`src/rtl/jph_pkg.sv`:
```
`timescale 1ns / 1ps
// ----------------------------------------------------------------------------
// Job priority heap package
// Shared widths, record type, status codes and the control and status
// bundles between the heap controller and its datapath.
// ----------------------------------------------------------------------------
package jph_pkg;

  localparam int PRIO_W  = 8;
  localparam int PROC_W  = 22;
  localparam int SRCN_W  = 8;
  localparam int WTIME_W = 4;
  localparam int TAG_W   = 17;
  localparam int CNT_W   = 8;
  localparam int STS_W   = 2;
  localparam int IDX_W   = CNT_W + 1;

  localparam int          HEAP_DEPTH_DEF = 128;
  localparam logic [CNT_W-1:0] CAP_RESET = 8'd8;

  localparam logic [STS_W-1:0] ST_DONE  = 2'd0;
  localparam logic [STS_W-1:0] ST_FULL  = 2'd1;
  localparam logic [STS_W-1:0] ST_EMPTY = 2'd2;

  localparam logic MODE_INSERT = 1'b0;

  typedef struct packed {
    logic [PRIO_W-1:0]  prio;
    logic [PROC_W-1:0]  proc;
    logic [SRCN_W-1:0]  srcn;
    logic [WTIME_W-1:0] wtime;
    logic [TAG_W-1:0]   tag;
  } rec_t;

  localparam int REC_W = $bits(rec_t);

  typedef struct packed {
    logic             load;
    logic             start_ins;
    logic             start_del;
    logic             del_last;
    logic             del_root;
    logic             del_move;
    logic             dn_rd_r;
    logic             dn_rd_l;
    logic             dn_cmp_l;
    logic             up_rd;
    logic             up_cmp;
    logic             finish;
    logic [STS_W-1:0] res_code;
  } cmd_t;

  typedef struct packed {
    logic mode;
    logic full;
    logic empty;
    logic up_at_root;
    logic up_stop;
    logic dn_stop;
  } sts_t;

endpackage

```
`src/rtl/jph_ctrl.sv`:
```
`timescale 1ns / 1ps
// ----------------------------------------------------------------------------
// Job priority heap controller
// Sequences one insert or delete at a time and owns the result valid flag.
// ----------------------------------------------------------------------------
module jph_ctrl (
  input  logic          clk,
  input  logic          rst,
  input  logic          in_valid,
  output logic          in_ready,
  output logic          out_valid,
  input  logic          out_ready,
  input  jph_pkg::sts_t sts,
  output jph_pkg::cmd_t cmd
);

  localparam logic [3:0] S_IDLE     = 4'd0;
  localparam logic [3:0] S_DECIDE   = 4'd1;
  localparam logic [3:0] S_DEL_LAST = 4'd2;
  localparam logic [3:0] S_DEL_MOVE = 4'd3;
  localparam logic [3:0] S_DN_RD_R  = 4'd4;
  localparam logic [3:0] S_DN_RD_L  = 4'd5;
  localparam logic [3:0] S_DN_CMP_L = 4'd6;
  localparam logic [3:0] S_UP_RD    = 4'd7;
  localparam logic [3:0] S_UP_CMP   = 4'd8;
  localparam logic [3:0] S_FINISH   = 4'd9;

  logic [3:0]                state;
  logic [3:0]                state_next;
  logic [jph_pkg::STS_W-1:0] code;
  logic [jph_pkg::STS_W-1:0] code_next;
  logic                      slot_free;

  assign in_ready  = (state == S_IDLE);
  assign slot_free = !out_valid || out_ready;

  always_comb begin
    state_next   = state;
    code_next    = code;
    cmd          = '0;
    cmd.res_code = code;
    case (state)
      S_IDLE: begin
        if (in_valid) begin
          cmd.load   = 1'b1;
          state_next = S_DECIDE;
        end
      end
      S_DECIDE: begin
        code_next = jph_pkg::ST_DONE;
        if (sts.mode == jph_pkg::MODE_INSERT) begin
          if (sts.full) begin
            code_next  = jph_pkg::ST_FULL;
            state_next = S_FINISH;
          end else begin
            cmd.start_ins = 1'b1;
            state_next    = S_UP_RD;
          end
        end else begin
          if (sts.empty) begin
            code_next  = jph_pkg::ST_EMPTY;
            state_next = S_FINISH;
          end else begin
            cmd.start_del = 1'b1;
            state_next    = S_DEL_LAST;
          end
        end
      end
      S_DEL_LAST: begin
        cmd.del_root = 1'b1;
        cmd.del_last = 1'b1;
        state_next   = S_DEL_MOVE;
      end
      S_DEL_MOVE: begin
        cmd.del_move = 1'b1;
        state_next   = S_DN_RD_R;
      end
      S_DN_RD_R: begin
        cmd.dn_rd_r = 1'b1;
        state_next  = S_DN_RD_L;
      end
      S_DN_RD_L: begin
        cmd.dn_rd_l = 1'b1;
        state_next  = S_DN_CMP_L;
      end
      S_DN_CMP_L: begin
        cmd.dn_cmp_l = 1'b1;
        state_next   = sts.dn_stop ? S_FINISH : S_DN_RD_R;
      end
      S_UP_RD: begin
        cmd.up_rd  = 1'b1;
        state_next = sts.up_at_root ? S_FINISH : S_UP_CMP;
      end
      S_UP_CMP: begin
        cmd.up_cmp = 1'b1;
        state_next = sts.up_stop ? S_FINISH : S_UP_RD;
      end
      S_FINISH: begin
        if (slot_free) begin
          cmd.finish = 1'b1;
          state_next = S_IDLE;
        end
      end
      default: begin
        state_next = S_IDLE;
      end
    endcase
  end

  always_ff @(posedge clk) begin
    if (rst) begin
      state     <= S_IDLE;
      code      <= jph_pkg::ST_DONE;
      out_valid <= 1'b0;
    end else begin
      state <= state_next;
      code  <= code_next;
      if (cmd.finish) begin
        out_valid <= 1'b1;
      end else if (out_ready) begin
        out_valid <= 1'b0;
      end
    end
  end

`ifndef SYNTH
  a_accept_decides: assert property (@(posedge clk) disable iff (rst)
    (in_valid && in_ready) |=> (state == S_DECIDE))
    else $error("Accepted beat did not move the controller to the decision step.");

  a_valid_from_finish: assert property (@(posedge clk) disable iff (rst)
    $rose(out_valid) |-> ($past(state) == S_FINISH))
    else $error("Result became valid outside the finishing step.");

  a_finish_returns_idle: assert property (@(posedge clk) disable iff (rst)
    cmd.finish |=> (state == S_IDLE) && out_valid)
    else $error("Finished operation did not present its result and return to idle.");
`endif

endmodule

```
`config.mk`:
```
export PLATFORM = sky130hd
export DESIGN_NAME = jph_ctrl
export DESIGN_NICKNAME = d
export VERILOG_FILES = /design/src/rtl/jph_pkg.sv /design/src/rtl/jph_ctrl.sv
export SDC_FILE = /design/constraint.sdc
export NUM_CORES = 1
export LEC_CHECK = 0
export ABC_AREA = 1
export BUFFER_PORTS_ARGS = -buffer_cell sky130_fd_sc_hd__buf_2
export CAP_MARGIN = 10
export CORE_MARGIN = 10
export CORE_UTILIZATION = 25
export CTS_BUF_LIST = sky130_fd_sc_hd__clkbuf_16
export DETAILED_ROUTE_END_ITERATION = 10
export GPL_ROUTABILITY_DRIVEN = 1
export HOLD_SLACK_MARGIN = 0.08
export PLACE_DENSITY = 0.54
export SLEW_MARGIN = 20
export SYNTH_ARGS = -nofsm -noshare
export SYNTH_HDL_FRONTEND = slang
export SYNTH_SLANG_ARGS = --single-unit
export TNS_END_PERCENT = 30
```
`constraint.sdc`:
```
create_clock -name clk -period 1.9 [get_ports clk]
set_input_delay 0.19 -clock clk [delete_from_list [all_inputs] [get_ports clk]]
set_output_delay 0.19 -clock clk [all_outputs]
set_load 0.01 [all_outputs]
```
# Word level (Yosys, flattened, before mapping)
# Index checks and enable logic that the tools add are counted.
# classes
n_mux,30
eq_ne,11
n_reduce_logical,5
# ops
operator,count
one-hot mux 4 bit (10 select lines),1
2-to-1 mux 4 bit,7
2-to-1 mux 1 bit,18
"equality test 4 x 3 -> 1 bit, second input constant",4
"equality test 4 x 2 -> 1 bit, second input constant",2
"equality test 4 bit, second input constant",2
2-to-1 mux 2 bit,4
"equality test 4 x 1 -> 1 bit, second input constant",1
logical NOT 4 bit,1
"!= test 2 bit, second input constant",2
AND reduction 2 bit,1
nonzero test 2 bit,1
logical NOT 1 bit,1
logical OR 1 bit,1
# word_totals
output_inout_bits,16
in_bits,10
regBits,7
word_cells,49

# Logic depth before layout (Yosys ltp)
# Gate-level depths: netlist of run 1.
# logic_depth
depth_word,5
depth_mapped,7
mapped_depth_nobuf,7

# Worst setup path after synthesis of run 1
# OpenSTA, ideal clock, no wires.
# synth_timing
path_type,register to register
from,register state[3]
to,register state[2]
n_path_buf,0
synth_period_minus_slack_ps,1136
setup_ps,70
t_arrival_ps,1066
stages_incl_launch_ff,6
slack_ps,764
path_cell_list,dfxtp_1 -> inv_4 -> nand2_1 -> nor3_1 -> a21oi_1 -> a21oi_1
# synth_via
elab_chain_len,3
# synth_rtl
element,line_no,text
start: declaration,jph_ctrl.sv:28,logic [3:0] state;
start signal: assignment,jph_ctrl.sv:116,state <= state_next;
equality test 4 bit or logical NOT 4 bit (tied branches),jph_ctrl.sv:42,case (state)
!= test 2 bit (no source line),n/a,
AND reduction 2 bit (no source line),n/a,
# Parallel ways exist; a longest one is shown, timed or not.
# A chain may end at the register's enable or synchronous reset.

==> results of run 1 <==
[how the worst min path moves through the flow]
stage	start	cells after the start	endpoint	slack [ps]
6_report	rst	2	code[1]$_SDFFE_PP0P_	230
5_1_grt	rst	2	state[3]$_SDFFE_PP0P_	250
4_1_cts	rst	2	code[1]$_SDFFE_PP0P_	230
3_5_place_dp	rst	2	code[1]$_SDFFE_PP0P_	470
3_3_place_gp	rst	2	state[1]$_SDFFE_PP0P_	470
2_1_floorplan	rst	1	code[1]$_SDFFE_PP0P_	260
[synth_stat cells (2+ instances only)]
| cell | instances |
|---|---|
| nor3_1 | 3 |
| nor2_1 | 11 |
| nor2_4 | 2 |
| nand2_1 | 12 |
| dfxtp_1 | 7 |
| inv_2 | 4 |
| o21ai_0 | 2 |
| a21oi_1 | 7 |
| nor2_2 | 4 |
| nand2_2 | 2 |
| inv_1 | 12 |
| nand3_1 | 9 |
[cell families after synthesis]
logic type	share of synthesized area
AO/OA/AOI/OAI	0.115
buffers and inverters	0.141
AND/OR/NAND/NOR	0.477
flip-flops	0.267
[metrics by stage]
step / worst slack (ps) / total power [mW] / instances / instance area [sq um]
after global placement: 701 / 0.788 / 134 / 676
after global routing: 358 / 1.23 / 138 / 754
final: 454 / 1.13 / 138 / 754
after CTS: 449 / 1.15 / 138 / 754
after detailed placement: 688 / 0.792 / 134 / 676
after floorplan: 764 / 0.635 / 83 / 524
[state kept, by name, indices dropped and copies added, names as in the netlist]
register and flops:
code 2, out_valid 1, state 4
[per-layer routing]
layer | share of wire | global-route usage
met5 | 0 | 0
met4 | 0.0082 | 0.0321
met3 | 0.079 | 0.0288
met2 | 0.45 | 0.120
met1 | 0.47 | 0.0906
[worst reg2reg max path, cell delays in order (launching register included)]
cell	delay (ps)
dfxtp_1	430
inv_1	80
nor2_2	130
nand3_1	130
a21oi_1	180
nor2_1	80
a21oi_1	110
[report_power, final]
group | total [mW] | internal [mW] | switching [mW]
combinational | 0.544 | 0.199 | 0.345
sequential | 0.240 | 0.190 | 0.0502
clock | 0.349 | 0.273 | 0.0753
[cell type report]
cell class | count | area [sq um] | area share
clock inverter | 1 | 3.75 | 0.00498
timing repair buffer | 25 | 125 | 0.166
sequential | 7 | 140 | 0.186
clock buffer | 3 | 75.1 | 0.0995
inverter | 17 | 66.3 | 0.0879
tap | 27 | 33.8 | 0.0448
multi-input combinational | 58 | 310 | 0.411
[cell usage in the layout, fill, tap and decap left out]
master,Yosys,final
inv_4,1,1
a211oi_1,1,1
clkbuf_16,0,3
nand2_4,1,1
inv_2,4,4
nor4_2,1,1
nor3_1,3,3
nand2_1,12,12
nand3_1,9,9
o21bai_1,1,1
inv_1,12,13
nor3_2,1,1
o21ai_0,2,2
nor2_1,11,11
buf_2,0,25
a21oi_1,7,7
dfxtp_1,7,7
nor2_2,4,4
nand3_2,1,1
nand2_2,2,2
nor2_4,2,2
==> results_dict.tcl, run 1 <==
set metrics [dict create \
    status "finished clean" \
    yosysUniqueCellTypes 20 \
    root_buffer "clkbuf_16" \
    die_w_um 65.8 \
    core_area_sq_um 1980 \
    wl_um 1600 \
    yosys_register_bits 7 \
    critPathCaptureType "output port" \
    antenna_cells 0 \
    tightest_slew_ps 242 \
    htreeDepth 1 \
    antenna_found_initial 0 \
    hold_slack_ps 228 \
    nFillCells 217 \
    fin_nets 122 \
    die_y_um 65.8 \
    arrival_ps 1260 \
    slew_viol_final 0 \
    grt_pass1_wl_um 2700 \
    initial_core_util 0.265 \
    synth_flop_cell "dfxtp_1" \
    grt_pass1_vias 619 \
    path_buf_inv 2 \
    crit_fanout 6 \
    grt_max_degree 8 \
    cts_tree "yes" \
    hp-class "in -> reg" \
    dp_hpwl_um 1370 \
    fmax_mhz 691 \
    avgViaCountPerCell 4.36 \
    dr.pass1.iters 4 \
    clk_latency_ps 230 \
    setup_viol 0 \
    cts_inserted_buffers 3 \
    area_growth_syn_to_layout_pct 43.9 \
    ant_nets 0 \
    port_buffers 25 \
    io_pins 26 \
    grt_usage 0.0763 \
    crit_end "cmd[12]" \
    finalCriticalPeriod_ps 1450 \
    drt-initial-drc-count 19 \
    crit_cells 5 \
    fin_util 0.381 \
    slowest_delay_ps 430 \
    synthArstFlopShare 0 \
    cp-startpoint "state[0]$_SDFFE_PP0P_" \
    r2r-end "state[3]$_SDFFE_PP0P_" \
    p_per_area_nw_per_um2 1500 \
    drive_gt1_frac 0.405 \
    path_delay_family "flip-flops" \
    yosysWarnings 0 \
    syn-instance-count 83 \
    hold_violations 0 \
    vias 602 \
    cp_cell_sequence "nand2_2, nor2_4, nand3_2, inv_2, buf_2" \
    slew_headroom 0.837 \
    synth_top_area_cell "dfxtp_1" \
    remaining_drc_errors 0 \
    yosys.area.top_type_share 0.267 \
    r2r_start "state[0]$_SDFFE_PP0P_" \
    cap_violations 0 \
    peakVddDrop_mv 0.596 \
    wire_per_inst_um 11.6 \
    cts_buffer_depth 2 \
    clkTransAtPathRegs_ps 40 \
    die_area_sq_um 4330 \
    power.leakage_nw 0.421 \
    post_cts_resized 0 \
    setup-tns-final_ps 0 \
    synth_edf_count 0 \
    slowest_stage "dfxtp_1" \
    finalCritPeriodShare 0.761 \
    crit_type "reg -> out" \
    cts_setup_buffers 0 \
    cts_num_sinks 7 \
    synth_area_per_cell_sq_um 6.32 \
    fin_skew_ps 1.53 \
    syn_area_sq_um 524 \
    rows 16 \
    reg2reg_depth 6 \
    ys_seq_area_frac 0.267 \
    grt.overflow.total 0 \
    reg2reg_setup_slack_ps 690 \
    syn_nets 93 \
    start_kind "flop" \
    cp.required_ps 1710 \
    hold_buffers 0 \
    synthTopCellsByArea "dfxtp_1, nand3_1, inv_1" \
    gp_congestion 0.765 \
    rsz0062_at_grt "false" \
]
No activity file was read; power rests on OpenSTA's default activity.
==> run 2, diff against run 1 <==
Settings changed: ABC_AREA 1 to 0, PLACE_DENSITY 0.54 to 0.56.
Clock period 1.9 ns to 1.26 ns, I/O delays scaled along.
==> run 2 against run 1 <==
Net effect:
- the flow now finishes with violations (setup timing)
- register-to-register slack got worse by 910 ps
- combinational power is 100% higher
- cell count down 4.3%
- total power rose by 71%
- non-clock buffer count is 12 higher
- die area decreased by 1.2%
- first-iteration DRC count fell by 32%
- worst setup slack worse by 720 ps
- worst hold slack lost 81 ps
- routed wire length is 8.8% higher
- utilization rose by 9.2 points
- critical path type unchanged
- area after synthesis decreased by 1.7%
- critical endpoint unchanged
==> results_dict.tcl, run 2 <==
set metrics [dict create \
    antenna_cells 0 \
    yosys.area.top_type_share 0.272 \
    hold_violations 0 \
    clkTransAtPathRegs_ps 40 \
    violations "setup timing" \
    place_inst 125 \
    r2r_start "state[1]$_SDFFE_PP0P_" \
    setup_ws_ps -271 \
    root_buffer "clkbuf_16" \
    rsz0062_at_grt "true" \
    wl_um 1740 \
    grt.overflow.total 0 \
    synth_edf_count 0 \
    largest_reg_flops 4 \
    gp_congestion 0.774 \
    top_register "state" \
    cts_tree "yes" \
    cap_violations 0 \
    antenna_found_initial 0 \
    synthTopCellsByArea "dfxtp_1, a21oi_1, nand2b_1" \
    synth_top_area_cell "dfxtp_1" \
    avgViaCountPerCell 4.73 \
    setup_viol 13 \
    die_area_sq_um 4280 \
    crit_fanout 3 \
    reg.largest.list "state (4), code (2), out_valid (1)" \
    die_w_um 65.4 \
    slew_viol_final 0 \
    p_per_area_nw_per_um2 2090 \
    clk_latency_ps 230 \
    tightest_slew_ps 247 \
    fin_nets 116 \
    remaining_drc_errors 0 \
    slowest_delay_ps 560 \
    multiInputGateArea_sq_um 433 \
    hold_buffers 0 \
    cts_inserted_buffers 3 \
    wire_per_inst_um 13.2 \
    fmax_mhz 653 \
    crit_type "reg -> out" \
    final_common_cell "buf_2" \
    yosysWarnings 0 \
    final_cell_count_no_fill 132 \
    slew_headroom 0.833 \
    cts_buffer_depth 2 \
    htreeDepth 1 \
    yosys_register_bits 7 \
    fin_skew_ps 1.14 \
    finalCriticalPeriod_ps 1530 \
    rows 16 \
    arrival_ps 1400 \
    nFillCells 215 \
    cp_cell_sequence "or4b_4, nor3_4, buf_2" \
    power.leakage_nw 0.418 \
    initial_core_util 0.263 \
    synth_area_per_cell_sq_um 7.36 \
    syn_area_sq_um 515 \
    drive_gt1_frac 0.590 \
    die_y_um 65.4 \
    synth_most_common_cell "a21oi_1" \
    drt-initial-drc-count 13 \
    cts_num_sinks 7 \
    status "finished, violations left" \
    ant_nets 0 \
    finalCritPeriodShare 1.21 \
    peakVddDrop_mv 1.07 \
    cp.required_ps 1130 \
    yosysUniqueCellTypes 27 \
    ys_seq_area_frac 0.272 \
    syn_nets 80 \
    grt_pass1_vias 613 \
    io_pins 26 \
    syn-instance-count 70 \
    critPathCaptureType "output port" \
    grt_usage 0.0770 \
    synthArstFlopShare 0 \
    area.sequential_sq_um 144 \
    start_kind "flop" \
    dr.pass1.iters 4 \
    fin_util 0.473 \
    core_area_sq_um 1960 \
    vias 625 \
    port_buffers 25 \
    synth_flop_cell "dfxtp_1" \
    grt_pass1_wl_um 2660 \
    hp-start "rst" \
    final_cell_mix "buf_2, buf_4, nor2_1, a21oi_1, buf_6" \
    cp-startpoint "state[1]$_SDFFE_PP0P_" \
    synth_top_cells_by_count "a21oi_1, nor2_1, dfxtp_1" \
    slowest_stage "or4b_4" \
    hp-class "in -> reg" \
    area_growth_syn_to_layout_pct 79.9 \
    dp_hpwl_um 1350 \
    grt_max_degree 17 \
]
-- run 2: path summary, 6_finish.rpt --
| path | cells past startpoint | slack, ps | endpoint |
|---|---|---|---|
| worst max register to register | 5 | -220 | state[2]$_SDFFE_PP0P_ |
| worst min-delay path | 2 | 150 | state[2]$_SDFFE_PP0P_ |
| worst max-delay path | 3 | -270 | cmd[12] |
| worst min register to register | 2 | 460 | code[1]$_SDFFE_PP0P_ |
-- run 2: power breakdown --
| group | internal [mW] | switching [mW] |
|---|---|---|
| Clock | 0.411 | 0.107 |
| Combinational | 0.552 | 0.553 |
| Sequential | 0.278 | 0.0390 |
-- run 2: repair_timing --
action                     4_1_cts  5_1_grt
hold endpoints to repair         0        0
setup endpoints to repair       13       18
buffers inserted                 1        2
pin swaps                        1        2
gates cloned                     0        0
resized for setup               12       15
-- run 2: per-stage QoR --
step / setup WS, ps / area (sq um) / hold WS [ps] / total power, mW / TNS (ps)
finish: -271 / 927 / 147 / 1.94 / -1530
CTS: -250 / 847 / 149 / 1.80 / -1210
global route: -300 / 927 / 159 / 2.07 / -2290
detailed placement: -113 / 712 / 393 / 1.14 / -343
floorplan: -167 / 519 / 195 / 0.834 / -609
global placement: -84.7 / 712 / 389 / 1.13 / -242
-- run 2: area by class of cell --
cell class,count,area share
multi-input cells,56,0.467
repair buffers,37,0.252
flip-flops and latches,7,0.155
clock buffers,3,0.0810
well taps,27,0.0364
clock inverters,1,0.00405
inverters,1,0.00405
-- run 2: cell families after synthesis --
family / share of synthesized area
mux: 0.0194
flops: 0.272
simple gates: 0.422
buf+inv: 0.0655
compound gates: 0.221
-- run 2: worst max-delay path: cells and delay by family (launching register included) --
family	cells	cell delay [ps]
AND/OR/NAND/NOR	2	700
buffers and inverters	1	160
flip-flops	1	330
-- run 2: routing by layer --
metal / GRT usage / share of wire / up-vias
met5: 0 / 0 / -
met4: 0.0508 / 0.0081 / 0
met3: 0.0254 / 0.056 / 2
met2: 0.145 / 0.57 / 12
met1: 0.0680 / 0.37 / 290
li1: - / - / 321
==> run 3, diff against run 2 <==
Settings changed: SETUP_SLACK_MARGIN from default to 0.1.
==> run 3 against run 2 <==
Net effect:
- the flow still finishes with violations (setup timing)
- critical endpoint unchanged
- clock skew fell by 0.72 ps
- sequential share of layout area fell by 0.44 points
- sequential power barely moved
- non-clock buffer count rose by 2
- die area did not move
- first-iteration DRC count rose by 46%
==> results_dict.tcl, run 3 (synthesis results as in run 2) <==
set metrics [dict create \
    top_register "state" \
    slew_viol_final 0 \
    finalCriticalPeriod_ps 1510 \
    fin_util 0.482 \
    violations "setup timing" \
    power_frac_comb 0.577 \
    design_area_sq_um 946 \
    area_growth_syn_to_layout_pct 83.5 \
    start_kind "flop" \
    power.internal_mw 1.29 \
    fin_nets 118 \
    cts_num_sinks 7 \
    clkTransAtPathRegs_ps 40 \
    nFillCells 197 \
    place_inst 125 \
    p_per_area_nw_per_um2 2100 \
    total_power_mw 1.99 \
    crit_type "reg -> out" \
    critPathCaptureType "output port" \
    final_cell_count_no_fill 134 \
    cts_inserted_buffers 3 \
    slew_headroom 0.830 \
    rsz0062_at_grt "true" \
    root_buffer "clkbuf_16" \
    grt_pass1_vias 713 \
    grt_pass1_wl_um 2930 \
    peakVddDrop_mv 0.800 \
    antenna_cells 0 \
    grt_usage 0.0867 \
    dp_slack_ps -114 \
    power.share.clock 0.265 \
    avgViaCountPerCell 4.77 \
    core_area_sq_um 1960 \
    largest_reg_flops 4 \
    swShare 0.352 \
    cts_tree "yes" \
    setup_viol 18 \
    wire_per_inst_um 13.4 \
    arrival_ps 1380 \
    die_w_um 65.4 \
    die_y_um 65.4 \
    finalCritPeriodShare 1.20 \
    final_common_cell "buf_2" \
    die_area_sq_um 4280 \
    area.sequential_sq_um 143 \
    drt-initial-drc-count 19 \
    grt.busiest_layer "met2" \
    io_pins 26 \
    crit_fanout 3 \
    reg.largest.list "state (4), code (2), out_valid (1)" \
    grt_use_met3 0.0424 \
    dp_hpwl_um 1350 \
    antenna_found_initial 0 \
    fmax_mhz 662 \
    drive_gt1_frac 0.579 \
    final_cell_mix "buf_2, buf_4, a21oi_1, nor2_1, buf_6" \
    clk_latency_ps 230 \
    cp.required_ps 1130 \
    initial_core_util 0.263 \
    gp_congestion 0.762 \
    remaining_drc_errors 0 \
    p_seq_frac 0.158 \
    port_buffers 25 \
    wl_um 1790 \
    use_met1 0.0766 \
    ant_nets 0 \
    multiInputGateArea_sq_um 424 \
    tightest_slew_ps 251 \
    hold_violations 0 \
    fin_skew_ps 0.416 \
    power.leakage_nw 0.429 \
    hp-class "in -> reg" \
    status "finished, violations left" \
    met2_usage 0.152 \
    vias 639 \
    rows 16 \
    cts_buffer_depth 2 \
    setup_ws_ps -250 \
    grt_max_degree 14 \
    cap_violations 0 \
    placed_area_sq_um 723 \
    p_sw_mw 0.700 \
    grt.overflow.total 0 \
    htreeDepth 1 \
    dr.pass1.iters 3 \
]
run 3: changes by cell type in the layout (fill, tap and decap cells not counted), sizes merged:
cell  previous run  this run
buf             37        39
run 3: cell type report:
type	instances	share of cell area
Inverter	1	0.00397
Multi-Input combinational cell	56	0.448
Timing Repair Buffer	39	0.278
Clock inverter	1	0.00397
Clock buffer	3	0.0794
Tap cell	27	0.0357
Sequential cell	7	0.151
run 3: worst paths after layout:
path | cells after the start | endpoint | slack, ps | startpoint
setup / recovery | 3 | cmd[12] | -250 | state[1]$_SDFFE_PP0P_
hold / removal | 2 | state[1]$_SDFFE_PP0P_ | 160 | rst
setup reg to reg | 5 | code[0]$_SDFFE_PP0P_ | -180 | state[1]$_SDFFE_PP0P_
hold reg to reg | 2 | code[1]$_SDFFE_PP0P_ | 460 | code[1]$_SDFFE_PP0P_
run 3: repair_timing:
action | CTS | global route
pin swaps | 1 | 4
setup endpoints to repair | 19 | 20
hold buffers | 0 | 0
gates cloned | 0 | 0
setup buffers | 5 | 0
gates resized for setup | 17 | 9
run 3: metal layers:
metal / vias up / share of wire
met4: 0 / 0.013
met2: 13 / 0.54
li1: 327 / -
met3: 2 / 0.070
met5: - / 0
met1: 297 / 0.38
run 3: power groups by stage:
stage               clock network (mW)  logic [mW]  registers [mW]
floorplan                            0       0.552           0.306
global placement                     0       0.845           0.309
detailed placement                   0       0.847           0.310
CTS                              0.544        1.07           0.314
global route                     0.554        1.26           0.321
finish                           0.528        1.15           0.314
run 3: worst max-delay path, cell delays in order (launching register included):
cell	delay, ps
dfxtp_2	320
or4b_4	550
nor3_4	130
buf_2	150
run 3: through the flow:
stage	TNS (ps)	hold WS, ps
2_1_floorplan	-552	195
4_1_cts	-1900	163
6_report	-1640	164
3_5_place_dp	-442	409
5_1_grt	-2920	172
3_3_place_gp	-309	405
